File: config.mk
export PLATFORM = sky130hd
export DESIGN_NAME = map_divider
export DESIGN_NICKNAME = d
export VERILOG_FILES = /design/src/design/map_pkg.sv /design/src/design/map_divider.sv
export SDC_FILE = /design/constraint.sdc
export NUM_CORES = 1
export LEC_CHECK = 0
export BUFFER_PORTS_ARGS = -buffer_cell sky130_fd_sc_hd__buf_2
export CAP_MARGIN = 30
export CORE_AREA = 4 4 96 98
export CTS_CLUSTER_DIAMETER = 40
export DETAILED_ROUTE_END_ITERATION = 6
export DIE_AREA = 0 0 100 102
export HOLD_SLACK_MARGIN = 0.06
export SYNTH_ARGS = -nofsm -noshare
export SYNTH_HDL_FRONTEND = slang
export SYNTH_SLANG_ARGS = --single-unit
File: constraint.sdc
create_clock -name clk -period 2.92 [get_ports clk]
set_clock_uncertainty 0.15 [all_clocks]
set_input_delay 0.584 -clock clk [delete_from_list [all_inputs] [get_ports clk]]
set_output_delay 0.584 -clock clk [all_outputs]
set_load 0.03 [all_outputs]
File: src/design/map_pkg.sv
package map_pkg;

    localparam int DEFAULT_WINDOW_DEPTH = 1024;
    localparam int DEFAULT_SAMPLE_BITS  = 16;

    localparam int MEAN_W          = 32;
    localparam int CFG_DATA_W      = 32;
    localparam int PADDR_W         = 3;
    localparam int WINDOW_LENGTH_W = 11;

    localparam logic [WINDOW_LENGTH_W-1:0] WINDOW_LENGTH_RESET = 11'd64;

    localparam logic [PADDR_W-3:0] REG_WINDOW_LENGTH = '0;

    typedef enum logic [2:0] {
        ST_IDLE,
        ST_MUL,
        ST_SUB,
        ST_ADD,
        ST_ABS,
        ST_DIV,
        ST_OUT
    } state_t;

    // zero means one, anything above the depth saturates
    function automatic int unsigned eff_len(logic [WINDOW_LENGTH_W-1:0] wl,
                                            int unsigned depth);
        int unsigned len;
        len = int'(wl);
        if (len == 0)
        begin
            len = 1;
        end
        else if (len > depth)
        begin
            len = depth;
        end
        return len;
    endfunction

endpackage

File: src/design/map_divider.sv
module map_divider #(
    parameter int WINDOW_DEPTH = map_pkg::DEFAULT_WINDOW_DEPTH,
    parameter int SAMPLE_BITS  = map_pkg::DEFAULT_SAMPLE_BITS
) (
    input  logic                                              clk,
    input  logic                                              rst_n,
    input  logic                                              start,
    input  logic [2*SAMPLE_BITS+$clog2(WINDOW_DEPTH)-1:0]     dividend,
    input  logic [$clog2(WINDOW_DEPTH+1)-1:0]                 divisor,
    output logic                                              done,
    output logic [2*SAMPLE_BITS-2:0]                          quotient
);
    import map_pkg::*;

    localparam int QUO_W = 2*SAMPLE_BITS - 1;
    localparam int LEN_W = $clog2(WINDOW_DEPTH+1);
    localparam int CNT_W = $clog2(QUO_W+1);

    logic                busy_reg;
    logic                done_reg;
    logic [CNT_W-1:0]    cnt_reg;
    logic [LEN_W-1:0]    rem_reg;
    logic [LEN_W-1:0]    rem_next;
    logic [QUO_W-1:0]    quo_reg;
    logic [QUO_W-1:0]    quo_next;
    logic [LEN_W:0]      shifted;
    logic [LEN_W:0]      trial;
    logic                ge;

    // one quotient bit per cycle, restoring
    always_comb
    begin
        shifted  = {rem_reg, quo_reg[QUO_W-1]};
        trial    = shifted - {1'b0, divisor};
        ge       = (shifted >= {1'b0, divisor});
        rem_next = ge ? trial[LEN_W-1:0] : shifted[LEN_W-1:0];
        quo_next = {quo_reg[QUO_W-2:0], ge};
    end

    always_ff @(posedge clk or negedge rst_n)
    begin
        if (!rst_n)
        begin
            busy_reg <= 1'b0;
            done_reg <= 1'b0;
            cnt_reg  <= '0;
        end
        else
        begin
            done_reg <= 1'b0;
            if (start)
            begin
                busy_reg <= 1'b1;
                cnt_reg  <= CNT_W'(QUO_W);
            end
            else if (busy_reg)
            begin
                cnt_reg <= cnt_reg - 1'b1;
                if (cnt_reg == CNT_W'(1))
                begin
                    busy_reg <= 1'b0;
                    done_reg <= 1'b1;
                end
            end
        end
    end

    // upper dividend bits are known to be below the divisor
    always_ff @(posedge clk)
    begin
        if (start)
        begin
            rem_reg <= dividend[QUO_W +: LEN_W];
            quo_reg <= dividend[QUO_W-1:0];
        end
        else if (busy_reg)
        begin
            rem_reg <= rem_next;
            quo_reg <= quo_next;
        end
    end

    assign done     = done_reg;
    assign quotient = quo_reg;

endmodule

==> metrics.log <==
[metrics] cell at the root of the clock tree: clkbuf_8
[metrics] average wire per cell in the routed design: 14.7 um
[metrics] data required time of the worst path: 2.85 ns
[metrics] global-route wire length before repair: 10200 um
[metrics] leakage power: 1.52 nW
[metrics] Critical Path Source: quotient[30]
[metrics] outcome: completed
[metrics] antenna violations before repair: 1
[metrics] cells after synthesis: 229
[metrics] die width: 100 um
[metrics] maximum clock rate: 0.386 GHz
[metrics] via density per instance: 4.86
[metrics] Post-Route WL: 6380 um
[metrics] asr flop ratio synth: 14.3%
[metrics] number of hold violations in the final report: 0
[metrics] slowest CP cell: edfxtp_1
[metrics] cell-by-cell trace of the critical path: inv_1 > ha_1 > fa_1 > nand2b_2 > o2bb2ai_2 > a21oi_2 > o2111a_2 > nor2_4 > a221o_1
[metrics] clock insertion delay at the later pin of the skew report: 0.31 ns
[metrics] global placement routability congestion: 0.801
[metrics] Setup Crit Path Kind: flip-flop to flip-flop
[metrics] DRC violations left: 0
[metrics] fraction of final layout cells sized beyond drive strength 1: 46.0%
[metrics] worst-margin pin slew: 0.369 ns
[metrics] starting utilization of the core area: 33.7%
[metrics] most common cell after layout, fill and taps aside: buf_2
[metrics] core area: 8470 um^2
[metrics] global-route congestion overflow total: 0
[metrics] vias in the first global route: 2098
[metrics] Mapped Area: 2850 um^2
[metrics] Critical R2R Launch: quotient[30]
[metrics] area share of the largest cell type after synthesis: 44.2%
[metrics] TritonCTS buffer count: 5
[metrics] area of the die: 10200 um^2
[metrics] maxcap violations: 0
[metrics] leading cell types in the layout, fill and taps excluded: buf_2 (87), edfxtp_1 (42), mux2_2 (30)
[metrics] capturing element type of the critical path: flip-flop
[metrics] HPWL after detailed placement: 4790 um
[metrics] max-slew violation count: 0
[metrics] path depth of the worst reg2reg path: 9
[metrics] number of buffers added on ports: 87
[metrics] number of sinks driven by the clock tree: 49
[metrics] most area-consuming cells after synthesis: edfxtp_1 (44%), mux2_2 (12%), dfrtp_1 (6.1%)
[metrics] setup total negative slack: 0 ns
[metrics] hold crit path type: flip-flop to flip-flop
[metrics] largest area contributor in the synthesized netlist: edfxtp_1
[metrics] quantity of gates resized following cts: 0
[metrics] CTS tree: yes
[metrics] count of standard-cell rows: 34
[metrics] Crit path depth: 9
[metrics] Reg clk slew, reported paths: 0.11 ns
[metrics] setup repair after global routing missed its margin: false
[metrics] critical path buffer and inverter count: 1
[metrics] GRT Resource Usage Total: 12.5%
[metrics] FF-to-FF setup slack: 0.33 ns
[metrics] largest delay contributor family on the critical path: compound AO/OA/AOI/OAI gates
[metrics] main flop type after synthesis: edfxtp_1
[metrics] number of warnings reported in the yosys synthesis log: 0
[metrics] number of optimization iterations in the first detailed-route pass: 4
[metrics] number of synthesized flops with an enable pin: 42
[metrics] CP peak stage delay: 0.38 ns
[metrics] maximum number of pins on one net before global-route repair: 43
[metrics] Max IR drop VDD: 0.311 mV
[metrics] flop and latch count out of synthesis: 49
[metrics] final setup vio count: 0
[metrics] ratio of final minimum period to clock period: 88.7%
[metrics] number of flip-flops under the largest register name: 31
[metrics] areal power density over the cells: 741 nW/um^2
[metrics] worst relative slew slack: 75.0%
[metrics] via count: 2105
[metrics] clock period minus worst slack: 2.59 ns
[metrics] Area growth syn-to-layout: 25.7%
[metrics] largest fanout of any net on the critical path: 8
[metrics] net count of the finished layout: 393
[metrics] Avg Cell Area, Syn: 12.5 um^2
[metrics] Critical Path Source Type: flip-flop
[metrics] remaining antenna violation count: 0
[metrics] share of the yosys chip area belonging to registers: 50.4%
[metrics] total power of the final layout: 2.66 mW
[metrics] number of H-tree branching levels: 2
[metrics] clock tree buffer depth: 2
[metrics] number of top-level pins: 88
[metrics] number of DRC markers in iteration 0: 84
[metrics] data arrival time of the worst path: 2.52 ns
[metrics] Die Y-Extent: 102 um
[metrics] Syn Nets: 299
[metrics] post-synthesis cell type count: 45
[metrics] Util after Layout: 42.4%
[metrics] worst reg2reg path endpoint: rem_reg[3]
[metrics] capture point of the worst path: rem_reg[3]
layer usage:
layer  GRT usage [%]  vias to the layer above  wire (um)
met3            4.30                        8        463
met4            3.11                        2         68
met2            19.6                       59       2880
li1                -                     1046          -
met5               0                        -         13
met1            16.6                      990       2950
worst register-to-register path, stage by stage, from the launching register on:
cell and delay (ns):
edfxtp_1 0.38, inv_1 0.08, ha_1 0.21, fa_1 0.38
nand2b_2 0.19, o2bb2ai_2 0.15, a21oi_2 0.16, o2111a_2 0.27
nor2_4 0.10, a221o_1 0.30
final cells by class:
cell class                 count  area [um^2]
antenna                        1         2.50
clock buffer                   5         68.8
clock inverter                 3         43.8
multi-input combinational    154         1310
tap                          108          135
timing repair buffer          98          533
sequential                    49         1440
inverter                      15         56.3
fill                         850         4880
cells by family after synthesis:
group                    count (synthesis)  share of synthesized area (%)
XOR/XNOR                                11                           3.38
buffers and inverters                   26                           3.73
multiplexers                            30                           11.8
AO/OA/AOI/OAI                           45                           12.9
adder cells (fa/ha/maj)                 14                           6.40
AND/OR/NAND/NOR                         54                           11.4
flip-flops                              49                           50.4
how the worst min path moves through the flow:
| stage | from | to | slack, ns | depth (start not counted) |
|---|---|---|---|---|
| after floorplan | rst_n | busy_reg | 0.14 | 0 |
| after global placement | rst_n | cnt_reg[0] | 0.27 | 1 |
| after detailed placement | rst_n | cnt_reg[0] | 0.28 | 1 |
| after CTS | cnt_reg[4] | cnt_reg[4] | 0.39 | 2 |
| after global routing | dividend[21] | quotient[21] | 0.41 | 2 |
| final | cnt_reg[4] | cnt_reg[4] | 0.38 | 2 |
repair_timing:
action | 4_1_cts | 5_1_grt
buffers inserted | 0 | 0
hold buffers | 1 | 0
hold endpoints to repair | 7 | 0
power breakdown:
part | internal, mW | leakage, nW | total [mW] | switching (mW)
logic | 0.487 | 0.946 | 1.15 | 0.664
clock network | 0.257 | 0.0585 | 0.510 | 0.253
registers | 0.924 | 0.516 | 0.996 | 0.0719
stage by stage:
step                      setup WS, ns  std cells  hold slack (ns)  instance area (um^2)
after CTS                        0.327        432            0.395                  3580
after detailed placement        0.0664        423            0.276                  3460
final                            0.331        433            0.381                  3590
after floorplan                  0.214        229            0.138                  2850
after global placement          0.0889        423            0.274                  3460
after global routing             0.198        432            0.405                  3580
cell usage after synthesis (6+ instances only):
cell / count
xnor2_1: 6
nor2_1: 7
edfxtp_1: 42
nor2b_1: 7
mux2_2: 30
dfrtp_1: 7
clkbuf_1: 8
ha_1: 13
nand2_1: 11
a21oi_1: 7
inv_1: 15
nand2b_1: 9
Power figures use the tool's default switching activity.
